===== src/rtl/ppcm_pkg.sv =====
// shared types and constants of the pulse period capture meter
package ppcm_pkg;

   localparam int RELOAD_W   = 16;
   localparam int LAP_W      = RELOAD_W + 1;
   localparam int RATE_W     = 27;
   localparam int TICK_W     = 32;
   localparam int SCALE_W    = 20;
   localparam int NUM_W      = TICK_W + SCALE_W;
   localparam int DIV_STEPS  = NUM_W / 2;
   localparam int CNT_W      = $clog2(DIV_STEPS);

   localparam logic [SCALE_W-1:0]  US_PER_SEC    = SCALE_W'(1000000);
   localparam logic [RELOAD_W-1:0] RELOAD_RESET  = '1;
   localparam logic [RATE_W-1:0]   RATE_RESET    = RATE_W'(1000000);
   localparam logic [CNT_W-1:0]    DIV_LAST      = CNT_W'(DIV_STEPS - 1);

   typedef enum logic [1:0] {
      OP_OVERFLOW = 2'd0,
      OP_CAPTURE  = 2'd1,
      OP_START    = 2'd2,
      OP_STOP     = 2'd3
   } op_type;

   typedef enum logic {
      KIND_PERIOD = 1'b0,
      KIND_HIGH   = 1'b1
   } kind_type;

   typedef enum logic [1:0] {
      CSR_RELOAD    = 2'd0,
      CSR_TICK_RATE = 2'd1,
      CSR_COUNT_OVF = 2'd2,
      CSR_UNUSED    = 2'd3
   } csr_idx_type;

   typedef enum logic [2:0] {
      ST_IDLE,
      ST_MUL,
      ST_ADD,
      ST_SCALE,
      ST_DIV,
      ST_OUT
   } state_type;

   // configuration seen by the datapath
   typedef struct packed {
      logic [RELOAD_W-1:0] reload;
      logic [RATE_W-1:0]   tick_rate;
      logic                count_ovf;
   } cfg_type;

   // controller to datapath
   typedef struct packed {
      logic accept;
      logic mul;
      logic add;
      logic scale;
      logic div_step;
      logic load_out;
   } dp_cmd_type;

   // datapath to controller
   typedef struct packed {
      logic emit;
      logic out_busy;
   } dp_sts_type;

endpackage


===== src/rtl/ppcm_csr.sv =====
// configuration register file with apb-style access
module ppcm_csr
   import ppcm_pkg::*;
(
   input  logic        clock,
   input  logic        reset,
   input  logic        csr_psel,
   input  logic        csr_penable,
   input  logic        csr_pwrite,
   input  logic [3:0]  csr_paddr,
   input  logic [31:0] csr_pwdata,
   output logic [31:0] csr_prdata,
   output logic        csr_pready,
   output cfg_type     cfg
);

   logic [RELOAD_W-1:0] reload_ff;
   logic [RATE_W-1:0]   rate_ff;
   logic                covf_ff;
   logic                wr_en;
   csr_idx_type         idx;

   assign csr_pready = 1'b1;
   assign wr_en      = csr_psel & csr_penable & csr_pwrite;
   assign idx        = csr_idx_type'(csr_paddr[3:2]);

   // register writes
   always_ff @(posedge clock) begin
      if (reset) begin
         reload_ff <= RELOAD_RESET;
         rate_ff   <= RATE_RESET;
         covf_ff   <= 1'b1;
      end else if (wr_en) begin
         case (idx)
            CSR_RELOAD:    reload_ff <= csr_pwdata[RELOAD_W-1:0];
            CSR_TICK_RATE: rate_ff   <= csr_pwdata[RATE_W-1:0];
            CSR_COUNT_OVF: covf_ff   <= csr_pwdata[0];
            default: ;
         endcase
      end
   end

   // read mux
   always_comb begin
      case (idx)
         CSR_RELOAD:    csr_prdata = {{(32-RELOAD_W){1'b0}}, reload_ff};
         CSR_TICK_RATE: csr_prdata = {{(32-RATE_W){1'b0}}, rate_ff};
         CSR_COUNT_OVF: csr_prdata = {31'b0, covf_ff};
         default:       csr_prdata = '0;
      endcase
   end

   assign cfg.reload    = reload_ff;
   assign cfg.tick_rate = rate_ff;
   assign cfg.count_ovf = covf_ff;

endmodule


===== src/rtl/ppcm_ctrl.sv =====
// sequencer for one measurement: multiply, add, scale, divide, output
module ppcm_ctrl
   import ppcm_pkg::*;
(
   input  logic       clock,
   input  logic       reset,
   input  logic       req_tvalid,
   output logic       req_tready,
   input  dp_sts_type sts,
   output dp_cmd_type cmd
);

   state_type        state_ff, state_in;
   logic [CNT_W-1:0] cnt_ff, cnt_in;

   // state and step counter
   always_ff @(posedge clock) begin
      if (reset) begin
         state_ff <= ST_IDLE;
         cnt_ff   <= '0;
      end else begin
         state_ff <= state_in;
         cnt_ff   <= cnt_in;
      end
   end

   // next state
   always_comb begin
      state_in = state_ff;
      cnt_in   = cnt_ff;
      case (state_ff)
         ST_IDLE: begin
            if (req_tvalid && sts.emit) state_in = ST_MUL;
         end
         ST_MUL:   state_in = ST_ADD;
         ST_ADD:   state_in = ST_SCALE;
         ST_SCALE: begin
            state_in = ST_DIV;
            cnt_in   = '0;
         end
         ST_DIV: begin
            cnt_in = cnt_ff + 1'b1;
            if (cnt_ff == DIV_LAST) state_in = ST_OUT;
         end
         ST_OUT: begin
            if (!sts.out_busy) state_in = ST_IDLE;
         end
         default: state_in = ST_IDLE;
      endcase
   end

   // outputs
   always_comb begin
      cmd        = '0;
      req_tready = 1'b0;
      case (state_ff)
         ST_IDLE: begin
            req_tready = 1'b1;
            cmd.accept = req_tvalid;
         end
         ST_MUL:   cmd.mul      = 1'b1;
         ST_ADD:   cmd.add      = 1'b1;
         ST_SCALE: cmd.scale    = 1'b1;
         ST_DIV:   cmd.div_step = 1'b1;
         ST_OUT:   cmd.load_out = !sts.out_busy;
         default: ;
      endcase
   end

endmodule


===== src/rtl/ppcm_dp.sv =====
// edge tracking state, tick arithmetic, radix-4 divider and output register
module ppcm_dp
   import ppcm_pkg::*;
(
   input  logic                clock,
   input  logic                reset,
   input  cfg_type             cfg,
   input  dp_cmd_type          cmd,
   output dp_sts_type          sts,
   input  logic [1:0]          req_tuser,
   input  logic [RELOAD_W-1:0] req_tdata,
   output logic                rsp_tvalid,
   input  logic                rsp_tready,
   output logic [63:0]         rsp_tdata,
   output logic                rsp_tuser
);

   op_type              op;
   logic                running_ff, expf_ff, have_rise_ff;
   logic [RELOAD_W-1:0] rise_cap_ff;
   logic [TICK_W-1:0]   laps_rise_ff, laps_edge_ff;

   logic                kind_ff;
   logic [TICK_W-1:0]   laps_op_ff, diff_ff, ticks_ff;
   logic [NUM_W-1:0]    num_ff;
   logic [RATE_W-1:0]   rem_ff;
   logic [TICK_W-1:0]   quo_ff;

   logic                out_valid_ff, out_kind_ff;
   logic [TICK_W-1:0]   out_ticks_ff, out_us_ff;

   logic [LAP_W-1:0]    lap_len;
   logic [TICK_W+LAP_W-1:0] prod_full;
   logic [NUM_W-1:0]    scale_full;
   logic [RATE_W:0]     r1, r2, dv;
   logic                ge1, ge2;
   logic [RATE_W-1:0]   d1, d2;

   assign op = op_type'(req_tuser);

   assign sts.emit     = (op == OP_CAPTURE) && running_ff && (expf_ff || have_rise_ff);
   assign sts.out_busy = out_valid_ff && !rsp_tready;

   // edge tracking state, updated as each word is accepted
   always_ff @(posedge clock) begin
      if (reset) begin
         running_ff   <= 1'b0;
         expf_ff      <= 1'b0;
         have_rise_ff <= 1'b0;
         rise_cap_ff  <= '0;
         laps_rise_ff <= '0;
         laps_edge_ff <= '0;
      end else if (cmd.accept) begin
         case (op)
            OP_OVERFLOW: begin
               if (running_ff && cfg.count_ovf) begin
                  laps_rise_ff <= laps_rise_ff + 1'b1;
                  laps_edge_ff <= laps_edge_ff + 1'b1;
               end
            end
            OP_CAPTURE: begin
               if (running_ff) begin
                  laps_edge_ff <= '0;
                  expf_ff      <= !expf_ff;
                  if (!expf_ff) begin
                     rise_cap_ff  <= req_tdata;
                     have_rise_ff <= 1'b1;
                     laps_rise_ff <= '0;
                  end
               end
            end
            OP_START: begin
               laps_rise_ff <= '0;
               laps_edge_ff <= '0;
               expf_ff      <= 1'b0;
               running_ff   <= 1'b1;
            end
            default: begin
               running_ff <= 1'b0;
               expf_ff    <= 1'b0;
            end
         endcase
      end
   end

   // operand capture, span uses the rise capture from before this edge
   always_ff @(posedge clock) begin
      if (cmd.accept) begin
         kind_ff    <= expf_ff ? KIND_HIGH : KIND_PERIOD;
         laps_op_ff <= expf_ff ? laps_edge_ff : laps_rise_ff;
         diff_ff    <= {{(TICK_W-RELOAD_W){1'b0}}, req_tdata}
                     - {{(TICK_W-RELOAD_W){1'b0}}, rise_cap_ff};
      end
   end

   // laps times lap length, then add the capture difference
   assign lap_len   = {1'b0, cfg.reload} + 1'b1;
   assign prod_full = laps_op_ff * lap_len;
   assign scale_full = ticks_ff * US_PER_SEC;

   // two restoring divide steps per cycle
   assign dv = {1'b0, cfg.tick_rate};
   assign r1  = {rem_ff, num_ff[NUM_W-1]};
   assign ge1 = (r1 >= dv);
   assign d1  = ge1 ? RATE_W'(r1 - dv) : r1[RATE_W-1:0];
   assign r2  = {d1, num_ff[NUM_W-2]};
   assign ge2 = (r2 >= dv);
   assign d2  = ge2 ? RATE_W'(r2 - dv) : r2[RATE_W-1:0];

   always_ff @(posedge clock) begin
      if (cmd.mul) begin
         ticks_ff <= prod_full[TICK_W-1:0];
      end else if (cmd.add) begin
         ticks_ff <= ticks_ff + diff_ff;
      end
      if (cmd.scale) begin
         num_ff <= scale_full;
         rem_ff <= '0;
         quo_ff <= '0;
      end else if (cmd.div_step) begin
         num_ff <= {num_ff[NUM_W-3:0], 2'b00};
         rem_ff <= d2;
         quo_ff <= {quo_ff[TICK_W-3:0], ge1, ge2};
      end
   end

   // output register
   always_ff @(posedge clock) begin
      if (reset) begin
         out_valid_ff <= 1'b0;
      end else if (cmd.load_out) begin
         out_valid_ff <= 1'b1;
      end else if (rsp_tready) begin
         out_valid_ff <= 1'b0;
      end
   end

   always_ff @(posedge clock) begin
      if (cmd.load_out) begin
         out_kind_ff  <= kind_ff;
         out_ticks_ff <= ticks_ff;
         out_us_ff    <= (cfg.tick_rate == '0) ? '0 : quo_ff;
      end
   end

   assign rsp_tvalid = out_valid_ff;
   assign rsp_tuser  = out_kind_ff;
   assign rsp_tdata  = {out_us_ff, out_ticks_ff};

endmodule


===== src/rtl/pulse_period_capture_meter_core.sv =====
// pulse period capture meter: top level
//
//   group   dir  handshake              contents
//   req_    in   req_tvalid/req_tready  tuser: op[1:0]; tdata: capture_value[15:0]
//   rsp_    out  rsp_tvalid/rsp_tready  tuser: kind; tdata: ticks[31:0], us[63:32]
//   csr_    in   psel/penable/pready    three registers at byte addresses 0, 4, 8
//
// overflow, start, stop and ignored edges leave the sequencer idle and ready for the next word.
// an edge that gives a result holds off requests through multiply, add, scale by 1e6 and a
// two-bit-per-cycle divider, then waits while the output register still holds an untaken word.
// a finished word sits in the output register while the next word is taken.
// reset is synchronous and returns the configuration and control registers to their defaults.
module pulse_period_capture_meter_core
   import ppcm_pkg::*;
(
   input  logic        clock,
   input  logic        reset,
   input  logic        req_tvalid,
   output logic        req_tready,
   input  logic [15:0] req_tdata,   // capture_value[15:0]
   input  logic [1:0]  req_tuser,   // op[1:0]
   output logic        rsp_tvalid,
   input  logic        rsp_tready,
   output logic [63:0] rsp_tdata,   // elapsed_ticks[31:0], elapsed_us[63:32]
   output logic        rsp_tuser,   // kind[0]
   input  logic        csr_psel,
   input  logic        csr_penable,
   input  logic        csr_pwrite,
   input  logic [3:0]  csr_paddr,
   input  logic [31:0] csr_pwdata,
   output logic [31:0] csr_prdata,
   output logic        csr_pready
);

   cfg_type    cfg;
   dp_cmd_type cmd;
   dp_sts_type sts;

   // configuration registers
   ppcm_csr u_csr (
      .clock       (clock),
      .reset       (reset),
      .csr_psel    (csr_psel),
      .csr_penable (csr_penable),
      .csr_pwrite  (csr_pwrite),
      .csr_paddr   (csr_paddr),
      .csr_pwdata  (csr_pwdata),
      .csr_prdata  (csr_prdata),
      .csr_pready  (csr_pready),
      .cfg         (cfg)
   );

   // sequencer
   ppcm_ctrl u_ctrl (
      .clock      (clock),
      .reset      (reset),
      .req_tvalid (req_tvalid),
      .req_tready (req_tready),
      .sts        (sts),
      .cmd        (cmd)
   );

   // datapath
   ppcm_dp u_dp (
      .clock      (clock),
      .reset      (reset),
      .cfg        (cfg),
      .cmd        (cmd),
      .sts        (sts),
      .req_tuser  (req_tuser),
      .req_tdata  (req_tdata),
      .rsp_tvalid (rsp_tvalid),
      .rsp_tready (rsp_tready),
      .rsp_tdata  (rsp_tdata),
      .rsp_tuser  (rsp_tuser)
   );

endmodule


===== config.mk =====
export PLATFORM = sky130hd
export DESIGN_NAME = pulse_period_capture_meter_core
export DESIGN_NICKNAME = d
export VERILOG_FILES = /design/src/rtl/ppcm_pkg.sv /design/src/rtl/ppcm_csr.sv /design/src/rtl/ppcm_ctrl.sv /design/src/rtl/ppcm_dp.sv /design/src/rtl/pulse_period_capture_meter_core.sv
export SDC_FILE = /design/constraint.sdc
export NUM_CORES = 2
export LEC_CHECK = 0
export ABC_AREA = 1
export BUFFER_PORTS_ARGS = -buffer_cell sky130_fd_sc_hd__buf_2
export CORE_MARGIN = 4
export CORE_UTILIZATION = 60
export CTS_BUF_LIST = sky130_fd_sc_hd__clkbuf_16
export DETAILED_ROUTE_END_ITERATION = 8
export PLACE_DENSITY = 0.78
export SLEW_MARGIN = 10
export SYNTH_ARGS = -nofsm -noshare
export SYNTH_HDL_FRONTEND = slang
export SYNTH_SLANG_ARGS = --single-unit

===== constraint.sdc =====
create_clock -name clock -period 7.3 [get_ports clock]
set_input_delay 1.46 -clock clock [delete_from_list [all_inputs] [get_ports clock]]
set_output_delay 1.46 -clock clock [all_outputs]
set_load 0.01 [all_outputs]

==> run metrics <==
R2R cell count=28; H-tree Lvls=2; vias in the first global route=34810; Peak Freq=142.1 MHz; Ys Warns=0; Setup crit start kind=register; EDFF count, synth=193; Hold Fails Final Rpt=0; Post-Syn Instances=5254; crit path time final=7.039 ns; Core Area=67630 um^2; die width=270.1 um; met3 routed WL=8978 um; # clock sinks=388; DP Worst Slack=-0.0004148 ns; slowest stage delay, CP=0.63 ns; Reg-to-Reg Start=u_csr.reload_ff[1]; CP top delay family=adder cells; Metal-1 WL=46310 um; commonest non-fill, non-tap cell in the layout=inv_1; CP most frequent cell=fa_1; CTS Buffer Depth=3; Top Layer Used=met4; CP endpoint kind=register; setup tns final=0 ns; grt total ovfl=0; Root Driver=clkbuf_16; max-slew violation count=0; layout cells sized above 1=7.650%; router iterations before antenna repair=6; top_reg_cell synth=dfxtp_1; max cap viols=0; Hold Path Class=reg2reg; # IOs=161; post-synthesis cell type count=64; post-synthesis sequential area ratio=23.53%; CP max-delay cell=fa_1; Buf/Inv on CP=5; Overall Global Routing Usage=30.09%; Mapped Area=41220 um^2; nets@finish=6264; post-DR vias/cell=5.583; Die Area=72960 um^2; PnR worst setup slack=0.2607 ns; slew at the pin with the worst max-slew slack=1.116 ns; crit path kind=reg2reg; hold depth=0; Req. time, crit path=7.66 ns; post-synth top area share=22.24%; worst reg2reg endpoint=u_dp.ticks_ff[31]; Crit path arrival time=7.40 ns; Worst-path clk slew=0.06 ns; clk_skew=0.03032 ns; Routed WL per cell=17.39 um; final WL=110000 um; Worst R2R Setup Slack=0.26 ns; Avg Cell Area, Syn=7.845 um^2; crit path max fanout=6; TritonCTS clock tree=yes; 1st-iter DRT viols=2808; status=finished clean; final setup vio count=0; total CTS buffers=44; Placed Area=43240 um^2; worst-skew pair later-pin latency=0.61 ns; via count=35310; DRC viols=0; initial antenna violation count=3; most frequent cells in the layout=inv_1 (1186), nand2_1 (1032), fa_1 (458), nor2_1 (393), ha_1 (326); GP Congestion=0.9497; routed wl met2=51200 um; top cells by area, synth=fa_1 (22%), edfxtp_1 (14%), inv_1 (11%), ha_1 (10%), dfxtp_1 (9.5%); Die Y-Extent=270.1 um; Async SR Flop Fraction=0%; global-route wire length before repair=179100 um; Port Buffers=147; synthesis-to-layout area growth=9.146%; Yosys reg bits=388; DP Wirelength=86730 um; initial core utilization=60.95%; largest net degree at the start of global routing=86; Synth area leader=fa_1; Hold Path Sink=u_dp.rsp_tuser; Slew headroom=25.52%; Fill cells=5648; number of antenna-violating nets in the routed design=0; fin area=44990 um^2; Hold Startpoint=u_dp.kind_ff; fin crit share=96.43%; FP Rows=95
==> final cells by class <==
cell class / instances / area [um^2] / area share (%)
inverter: 1205 / 4534 / 10.08
antenna: 1 / 2.502 / 0.005562
clock inverter: 36 / 391.6 / 0.8705
sequential: 388 / 9706 / 21.57
tap: 873 / 1092 / 2.428
multi-input combinational: 3533 / 26610 / 59.16
timing repair buffer: 243 / 1498 / 3.329
clock buffer: 46 / 1151 / 2.559
==> flip-flops by register name, indices dropped and copies added, names as in the netlist, 17 cells and up <==
name,flops
u_dp.ticks_ff,32
u_dp.rem_ff,27
u_dp.num_ff,46
u_dp.diff_ff,17
u_dp.laps_edge_ff,32
u_dp.laps_rise_ff,32
u_dp.out_ticks_ff,32
u_csr.rate_ff,27
u_dp.quo_ff,32
u_dp.laps_op_ff,32
u_dp.out_us_ff,32
==> kinds of logic after synthesis <==
logic type	share of synthesized area, %
simple gates	18.37
buf+inv	12.26
compound gates	11.24
fa+ha+maj	32.26
flops	23.53
xor+xnor	2.295
other cells	0.01822
mux	0.02732
==> stage by stage <==
step	cells	utilization [%]	hold WS [ns]
2_1_floorplan	5258	-	0.4003
5_1_grt	6324	66.52	0.4289
4_1_cts	6313	66.22	0.4356
3_3_place_gp	6231	63.94	0.4024
3_5_place_dp	6231	63.94	0.4237
6_report	6325	66.52	0.4373
==> worst max-delay path by stage <==
| stage | start | to | slack [ns] | cells after the start |
|---|---|---|---|---|
| floorplan | u_csr.reload_ff[0] | u_dp.ticks_ff[24] | 0.61 | 27 |
| global placement | u_csr.reload_ff[1] | u_dp.ticks_ff[24] | 0.11 | 28 |
| detailed placement | u_csr.reload_ff[1] | u_dp.ticks_ff[24] | -0.0004 | 28 |
| CTS | u_csr.reload_ff[1] | u_dp.ticks_ff[24] | 0.007 | 28 |
| global route | u_csr.reload_ff[0] | u_dp.ticks_ff[25] | -0.03 | 30 |
| finish | u_csr.reload_ff[1] | u_dp.ticks_ff[31] | 0.26 | 28 |
==> metal layers <==
layer	GRT usage, %	vias up
li1	-	16830
met1	41.00	16790
met2	50.46	1466
met3	4.593	226
met4	8.311	0
met5	0	-
==> synthesized netlist by cell type (all sizes together), types with 25 or more instances <==
| library cell | instances |
|---|---|
| xor2 | 66 |
| clkbuf | 113 |
| a21oi | 305 |
| nand4 | 37 |
| o211ai | 28 |
| ha | 330 |
| a31oi | 60 |
| o21ai | 282 |
| fa | 458 |
| nor3 | 68 |
| nand3 | 180 |
| edfxtp | 193 |
| o22ai | 48 |
| xnor2 | 42 |
| nor4 | 25 |
| nor2 | 414 |
| dfxtp | 195 |
| nand2 | 1041 |
| inv | 1193 |
==> repair_timing <==
item | in CTS | in global routing
resized for setup | 2 | 33
setup buffers | 0 | 10
endpoints found under the setup margin | 3 | 13
hold buffers | 0 | 0
gates cloned | 0 | 1
pin swaps | 0 | 6
==> worst reg2reg max path: cells and delay by family, from the launching register on <==
family,cells,cell delay [ns]
buf+inv,5,0.49
simple gates,9,0.94
compound gates,5,0.91
fa+ha+maj,8,3.81
xor+xnor,1,0.28
flops,1,0.38
Power is not shown: default switching activity piles up to over one toggle a cycle in this logic, so the estimate is an artifact.
